## src/rtl/lls_pkg.sv

```systemverilog
// Shared constants, types and the rule function for the life-like automaton stencil.
`default_nettype none

package lls_pkg;

  // Grid geometry
  localparam int unsigned GRID_WIDTH  = 128;
  localparam int unsigned GRID_HEIGHT = 128;
  localparam int unsigned COL_W       = $clog2(GRID_WIDTH);
  localparam int unsigned ROW_W       = $clog2(GRID_HEIGHT);

  // Result field widths
  localparam int unsigned OUT_W  = 7;
  localparam int unsigned RULE_W = 4;
  localparam int unsigned CNT_W  = 4;

  // Output queue depth
  localparam int unsigned FIFO_DEPTH = 3;
  localparam int unsigned FIFO_PTR_W = $clog2(FIFO_DEPTH);
  localparam int unsigned FIFO_CNT_W = $clog2(FIFO_DEPTH + 1);

  // Last column and row of the grid and of the interior
  localparam logic [COL_W-1:0] COL_LAST = COL_W'(GRID_WIDTH - 1);
  localparam logic [ROW_W-1:0] ROW_LAST = ROW_W'(GRID_HEIGHT - 1);
  localparam logic [OUT_W-1:0] OUT_COL_LAST = OUT_W'(GRID_WIDTH - 2);
  localparam logic [OUT_W-1:0] OUT_ROW_LAST = OUT_W'(GRID_HEIGHT - 2);

  // Rule codes
  localparam logic [RULE_W-1:0] RULE_LIFE       = 4'd0;
  localparam logic [RULE_W-1:0] RULE_HIGHLIFE   = 4'd1;
  localparam logic [RULE_W-1:0] RULE_PEDESTRIAN = 4'd2;
  localparam logic [RULE_W-1:0] RULE_GEOLOGY    = 4'd3;
  localparam logic [RULE_W-1:0] RULE_DIAMOEBA   = 4'd4;
  localparam logic [RULE_W-1:0] RULE_HOLSTEIN   = 4'd5;
  localparam logic [RULE_W-1:0] RULE_CORAL      = 4'd6;
  localparam logic [RULE_W-1:0] RULE_VOTE       = 4'd7;
  localparam logic [RULE_W-1:0] RULE_LANDRUSH   = 4'd8;
  localparam logic [RULE_W-1:0] RULE_MAZECTRIC  = 4'd9;

  // Item in flight between the read and the write-back stage
  typedef struct packed {
    logic             valid;
    logic             produce;
    logic             last;
    logic             cell_bit;
    logic [COL_W-1:0] col;
    logic [OUT_W-1:0] out_row;
    logic [OUT_W-1:0] out_col;
  } lls_stage_t;

  // One result beat
  typedef struct packed {
    logic             next_alive;
    logic [OUT_W-1:0] cell_row;
    logic [OUT_W-1:0] cell_col;
    logic             last;
  } lls_res_t;

  // Birth/survival decision for neighbor count n and current state a
  function automatic logic apply_rule(input logic [RULE_W-1:0] rule,
                                      input logic [CNT_W-1:0] n,
                                      input logic a);
    logic r;
    r = 1'b0;
    case (rule)
      RULE_LIFE:       r = (n == 4'd3) || (n == 4'd2 && a);
      RULE_HIGHLIFE:   r = (n == 4'd3) || (n == 4'd2 && a) || (n == 4'd6 && !a);
      RULE_PEDESTRIAN: r = (n == 4'd3) || (n == 4'd2 && a) || (n == 4'd8 && !a);
      RULE_GEOLOGY:    r = (n > 4'd6) || ((n inside {4'd3, 4'd5}) && !a) ||
                           ((n inside {4'd2, 4'd4, 4'd6}) && a);
      RULE_DIAMOEBA:   r = (n > 4'd4) || (n == 4'd3 && !a);
      RULE_HOLSTEIN:   r = (n > 4'd5) || ((n inside {4'd3, 4'd5}) && !a) ||
                           (n == 4'd4 && a);
      RULE_CORAL:      r = (n == 4'd3 && !a) || (n > 4'd3 && a);
      RULE_VOTE:       r = (n + CNT_W'(a)) > 4'd4;
      RULE_LANDRUSH:   r = (n inside {4'd3, 4'd5}) || (n > 4'd1 && n != 4'd6 && a);
      RULE_MAZECTRIC:  r = (n == 4'd3) || ((n inside {[4'd1:4'd4]}) && a);
      default:         r = 1'b0;
    endcase
    return r;
  endfunction

endpackage

`default_nettype wire

```

## src/rtl/lls_line_mem.sv

```systemverilog
// Two-row line buffer memory: one entry per column holds {row above, row two above}.
`default_nettype none

module lls_line_mem (
  input  logic                      clk_i,
  input  logic                      rd_en_i,
  input  logic [lls_pkg::COL_W-1:0] rd_addr_i,
  output logic [1:0]                rd_data_o,
  input  logic                      wr_en_i,
  input  logic [lls_pkg::COL_W-1:0] wr_addr_i,
  input  logic [1:0]                wr_data_i
);
  import lls_pkg::*;

  logic [1:0] mem_q [GRID_WIDTH];
  logic [1:0] rd_data_q;

  // Write port
  always_ff @(posedge clk_i) begin
    if (wr_en_i) begin
      mem_q[wr_addr_i] <= wr_data_i;
    end
  end

  // Registered read port
  always_ff @(posedge clk_i) begin
    if (rd_en_i) begin
      rd_data_q <= mem_q[rd_addr_i];
    end
  end

  assign rd_data_o = rd_data_q;

endmodule

`default_nettype wire

```

## src/rtl/lls_window.sv

```systemverilog
// Write-back stage: shifts the 3x3 window, updates the line buffers, applies the rule.
`default_nettype none

module lls_window (
  input  logic                       clk_i,
  input  logic                       rst_ni,
  input  lls_pkg::lls_stage_t        stage_i,
  input  logic [1:0]                 rd_data_i,
  input  logic [lls_pkg::RULE_W-1:0] rule_i,
  output logic                       wr_en_o,
  output logic [lls_pkg::COL_W-1:0]  wr_addr_o,
  output logic [1:0]                 wr_data_o,
  output logic                       push_o,
  output lls_pkg::lls_res_t          res_o
);
  import lls_pkg::*;

  logic [8:0]       window_q, window_d;
  logic [2:0]       new_col;
  logic             center;
  logic [CNT_W-1:0] neighbors;

  // Build the incoming column: top, middle, new cell
  assign new_col  = {stage_i.cell_bit, rd_data_i[1], rd_data_i[0]};
  assign window_d = {new_col, window_q[8:3]};

  // Shift window by one column per beat
  always_ff @(posedge clk_i or negedge rst_ni) begin
    if (!rst_ni) begin
      window_q <= '0;
    end else if (stage_i.valid) begin
      window_q <= window_d;
    end
  end

  // Age the column: middle moves to two-above, new cell to above
  assign wr_en_o   = stage_i.valid;
  assign wr_addr_o = stage_i.col;
  assign wr_data_o = {stage_i.cell_bit, rd_data_i[1]};

  // Count the eight neighbors around the center
  assign center    = window_d[4];
  assign neighbors = CNT_W'(window_d[0]) + CNT_W'(window_d[1]) + CNT_W'(window_d[2]) +
                     CNT_W'(window_d[3]) + CNT_W'(window_d[5]) + CNT_W'(window_d[6]) +
                     CNT_W'(window_d[7]) + CNT_W'(window_d[8]);

  assign push_o           = stage_i.valid && stage_i.produce;
  assign res_o.next_alive = apply_rule(rule_i, neighbors, center);
  assign res_o.cell_row   = stage_i.out_row;
  assign res_o.cell_col   = stage_i.out_col;
  assign res_o.last       = stage_i.last;

endmodule

`default_nettype wire

```

## src/rtl/lls_out_fifo.sv

```systemverilog
// Small result queue that decouples the stencil from output stalls.
`default_nettype none

module lls_out_fifo (
  input  logic                           clk_i,
  input  logic                           rst_ni,
  input  logic                           push_i,
  input  lls_pkg::lls_res_t              push_data_i,
  input  logic                           pop_i,
  output lls_pkg::lls_res_t              head_o,
  output logic [lls_pkg::FIFO_CNT_W-1:0] count_o
);
  import lls_pkg::*;

  lls_res_t              entry_q [FIFO_DEPTH];
  logic [FIFO_PTR_W-1:0] wr_ptr_q, wr_ptr_d;
  logic [FIFO_PTR_W-1:0] rd_ptr_q, rd_ptr_d;
  logic [FIFO_CNT_W-1:0] count_q, count_d;

  function automatic logic [FIFO_PTR_W-1:0] ptr_inc(input logic [FIFO_PTR_W-1:0] p);
    logic [FIFO_PTR_W-1:0] n;
    n = (p == FIFO_PTR_W'(FIFO_DEPTH - 1)) ? '0 : p + 1'b1;
    return n;
  endfunction

  // Advance pointers and occupancy
  always_comb begin
    wr_ptr_d = push_i ? ptr_inc(wr_ptr_q) : wr_ptr_q;
    rd_ptr_d = pop_i  ? ptr_inc(rd_ptr_q) : rd_ptr_q;
    count_d  = count_q + FIFO_CNT_W'(push_i) - FIFO_CNT_W'(pop_i);
  end

  always_ff @(posedge clk_i or negedge rst_ni) begin
    if (!rst_ni) begin
      wr_ptr_q <= '0;
      rd_ptr_q <= '0;
      count_q  <= '0;
    end else begin
      wr_ptr_q <= wr_ptr_d;
      rd_ptr_q <= rd_ptr_d;
      count_q  <= count_d;
    end
  end

  // Store the result beat
  always_ff @(posedge clk_i) begin
    if (push_i) begin
      entry_q[wr_ptr_q] <= push_data_i;
    end
  end

  assign head_o  = entry_q[rd_ptr_q];
  assign count_o = count_q;

endmodule

`default_nettype wire

```

## src/rtl/life_like_automaton_stencil.sv

```systemverilog
// Top level of the life-like automaton stencil: position counters, line memory, window, queue.
//
//   channel   dir  handshake                       payload
//   input     in   in_valid_i / in_stall_o         cell_alive_i
//   output    out  out_valid_o / out_stall_i       next_alive_o, cell_row_o, cell_col_o,
//                                                  last_of_generation_o
//   config    in   rule_select_we_i                rule_select_i
//
// One cell per clock sustained while the output is not stalled. A cell is read from the
// line memory in its accept cycle and written back in the cycle after; a produced result
// enters a three-entry queue and shows on the output. The next row reads a column a full
// row after its write, so read and write never meet on one entry. No clearing pass after
// reset: counters and window reset, the line memory fills during the first two rows.
// in_stall_o rises only when the queue plus the item in flight would fill it.
`default_nettype none

module life_like_automaton_stencil (
  input  logic                       clk_i,
  input  logic                       rst_ni,
  input  logic                       in_valid_i,
  output logic                       in_stall_o,
  input  logic                       cell_alive_i,
  output logic                       out_valid_o,
  input  logic                       out_stall_i,
  output logic                       next_alive_o,
  output logic [lls_pkg::OUT_W-1:0]  cell_row_o,
  output logic [lls_pkg::OUT_W-1:0]  cell_col_o,
  output logic                       last_of_generation_o,
  input  logic                       rule_select_we_i,
  input  logic [lls_pkg::RULE_W-1:0] rule_select_i
);
  import lls_pkg::*;

  logic [RULE_W-1:0]     rule_q;
  logic [ROW_W-1:0]      row_q, row_d;
  logic [COL_W-1:0]      col_q, col_d;
  lls_stage_t            stage_q, stage_d;
  logic                  in_accept;
  logic [1:0]            rd_data;
  logic                  wr_en;
  logic [COL_W-1:0]      wr_addr;
  logic [1:0]            wr_data;
  logic                  push;
  lls_res_t              push_res;
  lls_res_t              head;
  logic [FIFO_CNT_W-1:0] fifo_count;
  logic [FIFO_CNT_W:0]   pending;
  logic                  pop;
  logic                  ring;

  // Rule register
  always_ff @(posedge clk_i or negedge rst_ni) begin
    if (!rst_ni) begin
      rule_q <= RULE_LIFE;
    end else if (rule_select_we_i) begin
      rule_q <= rule_select_i;
    end
  end

  // Hold input while queue plus item in flight could fill the queue
  assign pending    = (FIFO_CNT_W + 1)'(fifo_count) + (FIFO_CNT_W + 1)'(stage_q.valid);
  assign in_stall_o = pending >= (FIFO_CNT_W + 1)'(FIFO_DEPTH);
  assign in_accept  = in_valid_i && !in_stall_o;

  // Advance raster position
  always_comb begin
    col_d = col_q;
    row_d = row_q;
    if (in_accept) begin
      if (col_q == COL_LAST) begin
        col_d = '0;
        row_d = (row_q == ROW_LAST) ? '0 : row_q + 1'b1;
      end else begin
        col_d = col_q + 1'b1;
      end
    end
  end

  always_ff @(posedge clk_i or negedge rst_ni) begin
    if (!rst_ni) begin
      row_q <= '0;
      col_q <= '0;
    end else begin
      row_q <= row_d;
      col_q <= col_d;
    end
  end

  // Tag the accepted cell for the write-back stage
  assign ring = (row_q == '0) || (row_q == ROW_LAST) || (col_q == '0) || (col_q == COL_LAST);

  always_comb begin
    stage_d.valid    = in_accept;
    stage_d.produce  = (row_q >= ROW_W'(2)) && (col_q >= COL_W'(2));
    stage_d.last     = (row_q == ROW_LAST) && (col_q == COL_LAST);
    stage_d.cell_bit = cell_alive_i && !ring;
    stage_d.col      = col_q;
    stage_d.out_row  = OUT_W'(row_q - 1'b1);
    stage_d.out_col  = OUT_W'(col_q - 1'b1);
  end

  always_ff @(posedge clk_i or negedge rst_ni) begin
    if (!rst_ni) begin
      stage_q <= '0;
    end else begin
      stage_q <= stage_d;
    end
  end

  lls_line_mem u_line_mem (
    .clk_i     (clk_i),
    .rd_en_i   (in_accept),
    .rd_addr_i (col_q),
    .rd_data_o (rd_data),
    .wr_en_i   (wr_en),
    .wr_addr_i (wr_addr),
    .wr_data_i (wr_data)
  );

  lls_window u_window (
    .clk_i     (clk_i),
    .rst_ni    (rst_ni),
    .stage_i   (stage_q),
    .rd_data_i (rd_data),
    .rule_i    (rule_q),
    .wr_en_o   (wr_en),
    .wr_addr_o (wr_addr),
    .wr_data_o (wr_data),
    .push_o    (push),
    .res_o     (push_res)
  );

  assign pop = out_valid_o && !out_stall_i;

  lls_out_fifo u_out_fifo (
    .clk_i       (clk_i),
    .rst_ni      (rst_ni),
    .push_i      (push),
    .push_data_i (push_res),
    .pop_i       (pop),
    .head_o      (head),
    .count_o     (fifo_count)
  );

  // Drive output beat from queue head
  assign out_valid_o          = fifo_count != '0;
  assign next_alive_o         = head.next_alive;
  assign cell_row_o           = head.cell_row;
  assign cell_col_o           = head.cell_col;
  assign last_of_generation_o = head.last;

endmodule

`default_nettype wire

```

## config.mk

```make
export PLATFORM = sky130hd
export DESIGN_NAME = life_like_automaton_stencil
export DESIGN_NICKNAME = d
export VERILOG_FILES = /design/src/rtl/lls_pkg.sv /design/src/rtl/lls_line_mem.sv /design/src/rtl/lls_window.sv /design/src/rtl/lls_out_fifo.sv /design/src/rtl/life_like_automaton_stencil.sv
export SDC_FILE = /design/constraint.sdc
export NUM_CORES = 1
export LEC_CHECK = 0
export BUFFER_PORTS_ARGS = -buffer_cell sky130_fd_sc_hd__buf_2
export CORE_ASPECT_RATIO = 1.2
export CORE_MARGIN = 5
export CORE_UTILIZATION = 45
export DETAILED_ROUTE_END_ITERATION = 8
export SLEW_MARGIN = 40
export SYNTH_ARGS = -nofsm -noshare
export SYNTH_HDL_FRONTEND = slang
export SYNTH_SLANG_ARGS = --single-unit
```

## constraint.sdc

```tcl
create_clock -name clk_i -period 5.4 [get_ports clk_i]
set_input_delay 0.54 -clock clk_i [delete_from_list [all_inputs] [get_ports clk_i]]
set_output_delay 0.54 -clock clk_i [all_outputs]
set_load 0.1 [all_outputs]
```

# Yosys cells after proc, flatten, opt, wreduce, memory -nomap -nowiden
# Memories as Yosys holds them, arrays and structs flattened. A register that Yosys moved wholly into a read port is not among the register bits.
# Cells that the tools add are included.
dict set report totals {
  regBits 58
  ram_bits 304
  out_inout_bits 18
  word_cells 116
  n_memories 2
}
dict set report op_classes {
  n_addsub 17
  n_lt_le_gt_ge 11
  eq_ne 20
  mux 9
  reduce_logical 43
}
# memory depth width read_ports rd_ports_with_merged_regs wr line_no
set mem_list {}
lappend mem_list {u_line_mem.mem_q 128 2 1 1 1 lls_line_mem.sv:15} ;# logic [1:0] mem_q [GRID_WIDTH];
lappend mem_list {u_out_fifo.entry_q 3 16 1 0 1 lls_out_fifo.sv:15} ;# lls_res_t entry_q [FIFO_DEPTH];
# op n
set op_table {}
lappend op_table {{adder 4 x 1 -> 4 bit} 7}
lappend op_table {{equality test 4 x 3 -> 1 bit, second input constant} 7}
lappend op_table {{logical AND 1 bit} 18}
lappend op_table {{equality test 4 x 2 -> 1 bit, second input constant} 4}
lappend op_table {{greater-than comparator 4 x 3 -> 1 bit, second input constant} 4}
lappend op_table {{adder 7 x 1 -> 7 bit, second input constant} 2}
lappend op_table {{equality test 7 bit, second input constant} 2}
lappend op_table {{greater-or-equal comparator 7 x 2 -> 1 bit, second input constant} 2}
lappend op_table {{zero test 7 bit} 2}
lappend op_table {{logical OR 1 bit} 14}
lappend op_table {{2-to-1 mux 7 bit} 2}
lappend op_table {{subtractor 7 x 1 -> 7 bit, second input constant} 2}
lappend op_table {{equality test 4 bit, second input constant} 3}
lappend op_table {{case mux 1 bit (10 select lines)} 1}
lappend op_table {{adder 2 x 1 -> 2 bit, second input constant} 2}
lappend op_table {{equality test 2 bit, second input constant} 2}
lappend op_table {{equality test 4 x 1 -> 1 bit, second input constant} 1}
lappend op_table {{greater-or-equal comparator 4 x 1 -> 1 bit, second input constant} 1}
lappend op_table {{greater-than comparator 4 x 1 -> 1 bit, second input constant} 1}
lappend op_table {{greater-than comparator 4 x 2 -> 1 bit, second input constant} 1}
lappend op_table {{less-or-equal comparator 4 x 3 -> 1 bit, second input constant} 1}
lappend op_table {{zero test 1 bit} 4}
lappend op_table {{zero test 4 bit} 1}
lappend op_table {{2-to-1 mux 1 bit} 4}
lappend op_table {{other kinds (10)} 12}

# Logic depth before layout (Yosys ltp)
# Gate-level depths: netlist of run 1.
dict set report logic_depth {
  word_depth 13
  mapped_depth 16
}

# Modules after synthesis
# Synthesis of run 1 repeated with hierarchy kept, for this count alone.
dict set report unflattened {
  cells_unflattened 1016
  hier_area_um2 15571.2
}
# module instances cells_per_inst area_per_inst_um2 seq_area_each_um2
set modules_own_cells {}
lappend modules_own_cells {lls_line_mem 1 611 10632.7 7747.4}
lappend modules_own_cells {lls_out_fifo 1 125 2062.0 1591.5}
lappend modules_own_cells {life_like_automaton_stencil 1 152 1810.5 1076.0}
lappend modules_own_cells {lls_window 1 128 1066.0 150.1}

# Worst setup path after synthesis of run 1
# No wires, ideal clock.
dict set report synth_timing {
  kind {register to register}
  startpoint {register u_line_mem.rd_data_q[1] (netlist: u_line_mem.rd_data_o[1]) (read register of u_line_mem.mem_q)}
  endpoint {memory u_out_fifo.entry_q[0][15] in the netlist's numbering, data pin}
  arrival_time_ns 5.139
  slack_ns -0.030
  stages_incl_launch_ff 16
  cell_sequence {edfxtp_1 inv_1 fa_1 fa_1 inv_1 fa_1 inv_1 fa_1 clkbuf_1 inv_1 ha_1 xnor3_1 o21ai_0 a31oi_1 a2111oi_0 o311ai_1}
}
# element line_no
set synth_rtl {}
lappend synth_rtl {{start, declared} lls_line_mem.sv:16} ;# logic [1:0] rd_data_q;
lappend synth_rtl {{end, declared} lls_out_fifo.sv:15}

==> impl_metrics.json, run 1 <==
{
  "multi_input_area_um2": 4370,
  "fillers": 2853,
  "fmax_mhz": 230,
  "reg2reg_depth": 15,
  "dominantRegCellSynth": "edfxtp_1",
  "finalNetCount": 1066,
  "hold_violations": 0,
  "pwr-share-seq": 0.390,
  "io_pins": 28,
  "overflow": 0,
  "dieArea_um2": 37600,
  "rsz0062_at_grt": "no",
  "synthToLayoutAreaGrowth_pct": 12.2,
  "crit_fanout": 10,
  "fin_skew_ns": 0.0188,
  "finalCritPeriodShare": 0.805,
  "ys_seq_elements": 361,
  "finalSetupViolCount": 0,
  "critPathKind": "register to register",
  "portBuffers": 27,
  "rrSetupSlack_ns": 1.05,
  "finish.utilization": 0.514,
  "instances_no_fill": 1513,
  "cts_max_level": 2,
  "postCtsSetupRepairBufs": 0,
  "avgSynthCellArea_um2": 15.2,
  "leakagePower_nw": 5.78,
  "hold_depth": 3,
  "tns_ns": 0,
  "synth_edf_count": 306,
  "cap_violations": 0,
  "r2r_start": "u_window.window_q[4]$_DFFE_PN0P_",
  "first_global_vias": 8691,
  "globalplace.congestion": 0.781,
  "track_usage": 0.165,
  "die_y_um": 211,
  "worstMarginPinSlew_ns": 0.865,
  "holdPathEnd": "rule_q[0]$_DFFE_PN0P_",
  "drive_gt1_frac": 0.161,
  "wl_per_cell_um": 20.3,
  "post_dp_cell_area_um2": 15900,
  "crit_path_end_kind": "register",
  "syn_nets": 1033,
  "cts_buffer_depth": 3,
  "hold_class": "input port to register",
  "cts_buffers": 39,
  "min_from": "rule_select_i[0]",
  "r2r-end": "u_out_fifo.entry_q[2][15]$_DFFE_PP_",
  "dp.cells": 1442,
  "final_cell_area_um2": 17100,
  "clkPwrFrac": 0.247,
  "p_int_w": 0.00619,
  "cts_root_buffer": "clkbuf_16",
  "period_needed_ns": 4.35,
  "power_density_nw_per_um2": 586,
  "pwr-share-comb": 0.363,
  "final_max_slew_viol_count": 0,
  "grt_pass1_wl_um": 48300,
  "status": "completed",
  "row_count": 73,
  "cts_tree": "built",
  "required_ns": 5.60,
  "ant_nets": 0,
  "seq_area_frac_synth": 0.694,
  "dr.pass1.iters": 5,
  "drc_errors": 0,
  "vias": 8271,
  "antenna_found_initial": 0,
  "routed_via_density": 5.47,
  "syn_inst": 1001,
  "crit_arrival_ns": 4.55,
  "busiest_layer": "met2",
  "routed_wl_um": 30800,
  "total_switching_power_w": 0.00381,
  "met2_usage": 0.290,
  "clock_latency_ns": 0.52,
  "antennaDiodeCount": 0,
  "start_kind": "register",
  "dp_hpwl_um": 19400,
  "slew_headroom": 0.422,
  "p_sw_frac": 0.381,
  "synth-async-reset-ratio": 0.152,
  "peakVddDrop_mv": 0.333,
  "fp.coreArea_um2": 33200,
  "cts_resized": 0,
  "clock_sinks": 361,
  "use_met1": 0.213,
  "yosysUniqueCellTypes": 62,
  "grt_max_degree": 109,
  "grtUsageMet3": 0.0257,
  "layout.area.seq_um2": 10600,
  "syn_area_um2": 15200,
  "final_common_cell": "edfxtp_1",
  "synth_warnings": 0,
  "drt_iter0_markers": 602,
  "clkTransAtPathRegs_ns": 0.06,
  "ctsHoldBuffers": 1,
  "fp.dieW_um": 178,
  "layout_common_cells": "edfxtp_1, nor2_1, nand2_1, mux2i_1, dfrtp_1",
  "start_util": 0.458
}
==> critical path: stages, from the launching register on <==
cell and delay (ns):
dfrtp_1 0.39, ha_1 0.28, inv_1 0.05, fa_1 0.47, fa_1 0.49, inv_1 0.05, fa_1 0.37, inv_1 0.08
fa_1 0.55, inv_1 0.18, ha_1 0.17, xnor3_1 0.20, o21ai_0 0.08, a31oi_1 0.09, a2111oi_0 0.39, o311ai_1 0.20
==> layout make-up <==
class,count,share of cell area
Sequential cell,361,0.620
Clock inverter,23,0.00784
Inverter,26,0.00572
Multi-Input combinational cell,565,0.256
Tap cell,450,0.0330
Clock buffer,47,0.0626
Timing Repair Buffer,41,0.0151
==> through the flow <==
stage | setup WS [ns] | hold slack, ns | power, W
2_1_floorplan | 0.0346 | 0.244 | 0.00670
3_3_place_gp | 1.15 | 0.390 | 0.00751
3_5_place_dp | 1.06 | 0.391 | 0.00761
4_1_cts | 1.05 | 0.236 | 0.0101
5_1_grt | 0.865 | 0.266 | 0.0105
6_report | 1.05 | 0.254 | 0.0100
==> cells in the mapped netlist, types with 10 or more instances <==
| master | instances | area [um2] |
|---|---|---|
| edfxtp_1 | 306 | 9190 |
| nor2_1 | 149 | 559 |
| nand2_1 | 64 | 240 |
| mux2i_1 | 61 | 611 |
| dfrtp_1 | 55 | 1380 |
| mux4_2 | 45 | 1010 |
| o21ai_0 | 37 | 185 |
| clkbuf_1 | 28 | 105 |
| inv_1 | 25 | 93.8 |
| a22oi_1 | 20 | 150 |
| ha_1 | 18 | 225 |
| nand3_1 | 18 | 90.1 |
| xnor2_1 | 12 | 105 |
| nor3_1 | 11 | 55.1 |
| buf_2 | 10 | 50.1 |
| mux2_2 | 10 | 113 |
| nor2b_1 | 10 | 62.6 |
==> flip-flops by register name (all words and copies together), names as in the netlist <==
name / cells
u_line_mem.mem_q: 256
u_out_fifo.entry_q: 48
stage_q: 25
col_q: 7
row_q: 7
u_window.window_q: 6
rule_q: 4
u_line_mem.rd_data_o: 2
u_out_fifo.count_o: 2
u_out_fifo.rd_ptr_q: 2
u_out_fifo.wr_ptr_q: 2
==> routing by layer <==
| layer | vias to the layer above | wire [um] |
|---|---|---|
| li1 | 3851 | - |
| met2 | 162 | 15700 |
| met3 | 48 | 1290 |
| met5 | - | 0 |
| met1 | 4210 | 12900 |
| met4 | 0 | 798 |
==> worst max path at each step <==
stage	endpoint	startpoint	slack [ns]	cells after the start
global placement	u_out_fifo.entry_q[0][15]$_DFFE_PP_	u_window.window_q[3]$_DFFE_PN0P_	1.15	15
floorplan	u_out_fifo.entry_q[0][15]$_DFFE_PP_	u_line_mem.rd_data_o[1]$_DFFE_PP_	0.03	15
global route	u_out_fifo.entry_q[1][15]$_DFFE_PP_	u_window.window_q[3]$_DFFE_PN0P_	0.87	15
finish	u_out_fifo.entry_q[2][15]$_DFFE_PP_	u_window.window_q[4]$_DFFE_PN0P_	1.05	15
detailed placement	u_out_fifo.entry_q[2][15]$_DFFE_PP_	u_window.window_q[3]$_DFFE_PN0P_	1.06	15
CTS	u_out_fifo.entry_q[2][15]$_DFFE_PP_	u_window.window_q[3]$_DFFE_PN0P_	1.05	15
==> power groups by stage <==
| stage | clock network (W) | registers [W] | logic, W |
|---|---|---|---|
| 3_5_place_dp | 0 | 0.00397 | 0.00364 |
| 3_3_place_gp | 0 | 0.00395 | 0.00355 |
| 4_1_cts | 0.00254 | 0.00391 | 0.00365 |
| 5_1_grt | 0.00265 | 0.00396 | 0.00393 |
| 2_1_floorplan | 0 | 0.00373 | 0.00297 |
| 6_report | 0.00247 | 0.00390 | 0.00363 |
==> cells by family after synthesis <==
logic type               after synthesis  share of synthesized area
adder cells (fa/ha/maj)               22                     0.0201
multiplexers                         118                      0.118
AO/OA/AOI/OAI                        111                     0.0484
buffers and inverters                 75                     0.0223
XOR/XNOR                              21                     0.0130
AND/OR/NAND/NOR                      293                     0.0844
flip-flops                           361                      0.694
Note: power is estimated with default switching activity, not from simulation.
==> run 2, diff against run 1 <==
Clock period 5.4 ns to 4.5 ns, I/O delays scaled along.
==> run 2 against run 1 <==
Net effect:
- critical endpoint unchanged
- clock power increased by 21%
- largest power group unchanged
- via count down 0.44%
- non-clock buffer count rose by 1
==> impl_metrics.json, run 2 (synthesis gave the netlist of run 1 again) <==
{
  "required_ns": 4.70,
  "postCtsSetupRepairBufs": 0,
  "overflow": 0,
  "row_count": 73,
  "layout_common_cells": "edfxtp_1, nor2_1, nand2_1, mux2i_1, dfrtp_1",
  "fp.dieW_um": 178,
  "start_util": 0.458,
  "dp_hpwl_um": 18800,
  "clock_latency_ns": 0.53,
  "post_dp_cell_area_um2": 15900,
  "crit_fanout": 10,
  "cts_root_buffer": "clkbuf_16",
  "ant_nets": 0,
  "routed_wl_um": 30100,
  "top_regs": "u_line_mem.mem_q (256), u_out_fifo.entry_q (48), stage_q (25)",
  "worstMarginPinSlew_ns": 0.856,
  "p_int_w": 0.00754,
  "crit_slowest_cell": "fa_1",
  "dr.pass1.iters": 5,
  "pwr-share-seq": 0.381,
  "grt_max_degree": 76,
  "rsz0062_at_grt": "no",
  "power_density_nw_per_um2": 710,
  "total_switching_power_w": 0.00459,
  "fillers": 2818,
  "vias": 8235,
  "cts_buffer_depth": 3,
  "hold_class": "input port to asynchronous set/reset pin",
  "finish.utilization": 0.514,
  "slew_headroom": 0.428,
  "period_needed_ns": 4.25,
  "clock_sinks": 361,
  "finalCritPeriodShare": 0.944,
  "ctsHoldBuffers": 0,
  "cts_resized": 0,
  "drive_gt1_frac": 0.163,
  "pwr-share-comb": 0.371,
  "globalplace.congestion": 0.823,
  "drc_errors": 0,
  "synthToLayoutAreaGrowth_pct": 12.4,
  "cap_violations": 0,
  "io_pins": 28,
  "critPathKind": "register to register",
  "hold_violations": 0,
  "cts_max_level": 2,
  "clkTransAtPathRegs_ns": 0.06,
  "largest-register": "u_line_mem.mem_q",
  "die_y_um": 211,
  "portBuffers": 27,
  "start_kind": "register",
  "hold-worst-slack_ns": 0.0867,
  "status": "completed",
  "cts_tree": "built",
  "finalNetCount": 1065,
  "grt_pass1_wl_um": 47500,
  "finalSetupViolCount": 0,
  "antenna_found_initial": 0,
  "fmax_mhz": 235,
  "cp_cell_sequence": "ha_1 > inv_1 > fa_1 > fa_1 > inv_1 > fa_2 > inv_2 > fa_1 > inv_4 > ha_1 > xnor3_1 > o21ai_1 > a31oi_1 > a2111oi_0 > o311ai_1",
  "drt_iter0_markers": 636,
  "track_usage": 0.162,
  "slowest_delay_ns": 0.78,
  "routed_via_density": 5.45,
  "final_cell_area_um2": 17100,
  "crit_path_end_kind": "register",
  "final_common_cell": "edfxtp_1",
  "fp.coreArea_um2": 33200,
  "crit_arrival_ns": 4.45,
  "fin_skew_ns": 0.0218,
  "wl_per_cell_um": 19.9,
  "dieArea_um2": 37600,
  "antennaDiodeCount": 0,
  "path_common_cell": "fa_1",
  "p_sw_frac": 0.378,
  "peakVddDrop_mv": 0.385,
  "final_max_slew_viol_count": 0,
  "leakagePower_nw": 5.78,
  "rrSetupSlack_ns": 0.25,
  "largest_register_ffs": 256,
  "first_global_vias": 8446,
  "cts_buffers": 37,
  "clkPwrFrac": 0.248
}
## run 2: through the flow
stage          total power [W]  TNS [ns]  std cells  setup WS, ns
6_report                0.0121         0       1512         0.250
5_1_grt                 0.0128         0       1512       0.00130
4_1_cts                 0.0122         0       1512         0.224
3_5_place_dp           0.00922         0       1444         0.234
3_3_place_gp           0.00907         0       1439         0.308
2_1_floorplan          0.00818     -2.10       1001        -0.701
## run 2: power by group through the flow
stage	combinational, W	sequential, W	clock (W)
final	0.00450	0.00463	0.00300
after global placement	0.00438	0.00468	0
after floorplan	0.00370	0.00448	0
after global routing	0.00488	0.00470	0.00321
after CTS	0.00452	0.00464	0.00307
after detailed placement	0.00451	0.00471	0
## run 2: metal layers
layer	wire (um)	global-route usage
met1	12700	0.214
met2	15500	0.283
met3	1310	0.0252
met4	559	0.0398
met5	0	0
## run 2: area by class of cell
| type | count | area (um2) | area share |
|---|---|---|---|
| Clock inverter | 19 | 170 | 0.00995 |
| Timing Repair Buffer | 42 | 272 | 0.0159 |
| Sequential cell | 361 | 10600 | 0.619 |
| Inverter | 26 | 100 | 0.00585 |
| Tap cell | 450 | 563 | 0.0329 |
| Multi-Input combinational cell | 565 | 4380 | 0.256 |
| Clock buffer | 49 | 1030 | 0.0605 |
## run 2: final timing paths
path                                             startpoint                                  end  cells after the start
hold / removal                                       rst_ni                stage_q[16]$_DFF_PN0_                      2
min in group clk_i                         rule_select_i[3]                rule_q[3]$_DFFE_PN0P_                      3
setup reg to reg           u_window.window_q[3]$_DFFE_PN0P_  u_out_fifo.entry_q[2][15]$_DFFE_PP_                     15
setup / recovery           u_window.window_q[3]$_DFFE_PN0P_  u_out_fifo.entry_q[2][15]$_DFFE_PP_                     15
hold reg to reg                        stage_q[6]$_DFF_PN0_   u_out_fifo.entry_q[1][7]$_DFFE_PP_                      0
max in group asynchronous                            rst_ni                 col_q[1]$_DFFE_PN0P_                      2
## run 2: worst max-delay path: cells and delay by family, from the launching register on
kind | cells | cell delay, ns
buffers and inverters | 4 | 0.24
adders and majority gates | 6 | 2.40
DFF | 1 | 0.38
AOI/OAI and AO/OA | 4 | 0.74
xor gates and xnor gates | 1 | 0.16
==> run 3, diff against run 2 <==
Settings changed: CORE_UTILIZATION 45 to 40.
==> run 3 against run 2 <==
Net effect:
- the run now ends with hold timing left
- non-clock buffer count increased by 1
- final cell count increased by 1.9%
- utilization decreased by 6.0 points
- sequential share of layout area about the same
- die area increased by 12%
- worst hold slack got worse by 0.12 ns
- global-route usage decreased by 1.7 points
==> impl_metrics.json, run 3 (synthesis gave the netlist of run 1 again) <==
{
  "ctsHoldBuffers": 0,
  "crit_slowest_cell": "fa_1",
  "cts_max_level": 2,
  "slew_headroom": 0.453,
  "finalNetCount": 1066,
  "grt_pass1_wl_um": 48600,
  "path_common_cell": "fa_1",
  "clock_sinks": 361,
  "die_y_um": 224,
  "dp_hpwl_um": 19000,
  "top_regs": "u_line_mem.mem_q (256), u_out_fifo.entry_q (48), stage_q (25)",
  "cts_buffers": 37,
  "dr.pass1.iters": 5,
  "fp.coreArea_um2": 37700,
  "row_count": 78,
  "antennaDiodeCount": 0,
  "critPathKind": "register to register",
  "cts_tree": "built",
  "finish.utilization": 0.454,
  "violations": "hold timing",
  "crit_buf_inv": 4,
  "vias": 8316,
  "synthToLayoutAreaGrowth_pct": 12.4,
  "crit_fanout": 10,
  "hold_violations": 49,
  "crit_arrival_ns": 4.43,
  "cts_buffer_depth": 3,
  "fin_skew_ns": 0.0131,
  "rsz0062_at_grt": "no",
  "period_needed_ns": 4.20,
  "rrSetupSlack_ns": 0.30,
  "cts_resized": 0,
  "power_density_nw_per_um2": 704,
  "finalCritPeriodShare": 0.933,
  "worstMarginPinSlew_ns": 0.818,
  "cap_violations": 0,
  "portBuffers": 27,
  "tns_ns": 0,
  "clkPwrFrac": 0.246,
  "status": "complete, but fails checks",
  "dieArea_um2": 42100,
  "fillers": 3322,
  "drt_iter0_markers": 495,
  "largest-register": "u_line_mem.mem_q",
  "track_usage": 0.145,
  "fmax_mhz": 238,
  "fp.dieW_um": 188,
  "overflow": 0,
  "postCtsSetupRepairBufs": 0,
  "wl_per_cell_um": 19.8,
  "routed_wl_um": 30500,
  "clkTransAtPathRegs_ns": 0.06,
  "required_ns": 4.74,
  "layout_common_cells": "edfxtp_1, nor2_1, nand2_1, mux2i_1, dfrtp_1",
  "drc_errors": 0,
  "slowest_delay_ns": 0.77,
  "globalplace.congestion": 0.788,
  "total_switching_power_w": 0.00457,
  "final_cell_area_um2": 17100,
  "final_common_cell": "edfxtp_1",
  "start_kind": "register",
  "final_max_slew_viol_count": 0,
  "crit_family": "adder cells",
  "p_sw_frac": 0.379,
  "antenna_found_initial": 0,
  "largest_register_ffs": 256,
  "crit_path_end_kind": "register",
  "leakagePower_nw": 5.76,
  "p_int_w": 0.00748,
  "peakVddDrop_mv": 0.450,
  "start_util": 0.404,
  "grt_max_degree": 93,
  "io_pins": 28,
  "hold_class": "input port to asynchronous set/reset pin",
  "cts_root_buffer": "clkbuf_16",
  "pwr-share-seq": 0.385,
  "hold-worst-slack_ns": -0.0355,
  "total_power_w": 0.0120,
  "first_global_vias": 8707,
  "ant_nets": 0,
  "clock_latency_ns": 0.53,
  "drive_gt1_frac": 0.159,
  "finalSetupViolCount": 0,
  "post_dp_cell_area_um2": 15900,
  "routed_via_density": 5.40,
  "pwr-share-comb": 0.369,
  "cp_cell_sequence": "ha_1 > inv_1 > fa_1 > fa_1 > inv_1 > fa_2 > inv_2 > fa_1 > inv_4 > ha_1 > xnor3_1 > o21ai_1 > a31oi_1 > a2111oi_0 > o311ai_1"
}
==> run 3: cell count changes in the layout (fill, tap and decap cells not counted), sizes merged <==
cell / before / now
clkbuf: 49 / 51
clkinv: 13 / 11
clkinvlp: 2 / 0
buf: 42 / 43
bufinv: 3 / 2
inv: 27 / 28
==> run 3: routing by layer <==
layer | wire [um] | up-vias | global-route usage | share of wire
met1 | 13000 | 4214 | 0.186 | 0.42
met5 | 0 | - | 0 | 0
li1 | - | 3855 | - | -
met3 | 1430 | 40 | 0.0254 | 0.047
met2 | 15500 | 207 | 0.254 | 0.51
met4 | 599 | 0 | 0.0448 | 0.020
==> run 3: area by class of cell <==
type                    count  area (um2)  area share
flip-flops and latches    361       10600       0.618
multi-input cells         565        4370       0.255
clock buffers              51        1050      0.0614
well taps                 480         601      0.0351
repair buffers             43         287      0.0167
clock inverters            15         121     0.00709
inverters                  26         100     0.00585
==> run 3: path summary, 6_finish.rpt <==
kind / startpoint / end / depth (start not counted)
max: u_window.window_q[3]$_DFFE_PN0P_ / u_out_fifo.entry_q[0][15]$_DFFE_PP_ / 15
min: rst_ni / rule_q[0]$_DFFE_PN0P_ / 2
max reg2reg: u_window.window_q[3]$_DFFE_PN0P_ / u_out_fifo.entry_q[0][15]$_DFFE_PP_ / 15
min reg2reg: stage_q[5]$_DFF_PN0_ / u_out_fifo.entry_q[2][6]$_DFFE_PP_ / 0
max in group asynchronous: rst_ni / stage_q[21]$_DFF_PN0_ / 2
min in group clk_i: rule_select_i[2] / rule_q[2]$_DFFE_PN0P_ / 3
==> run 3: stage by stage <==
stage	setup WS, ns	instances
after CTS	0.325	1541
after detailed placement	0.324	1475
after global placement	0.369	1470
after floorplan	-0.701	1001
after global routing	0.0458	1541
final	0.303	1541
==> run 3: power by group through the flow <==
stage | combinational [W] | sequential (W) | clock, W
after floorplan | 0.00370 | 0.00448 | 0
after global placement | 0.00436 | 0.00470 | 0
after detailed placement | 0.00446 | 0.00472 | 0
after CTS | 0.00447 | 0.00465 | 0.00303
after global routing | 0.00483 | 0.00471 | 0.00317
final | 0.00444 | 0.00464 | 0.00296
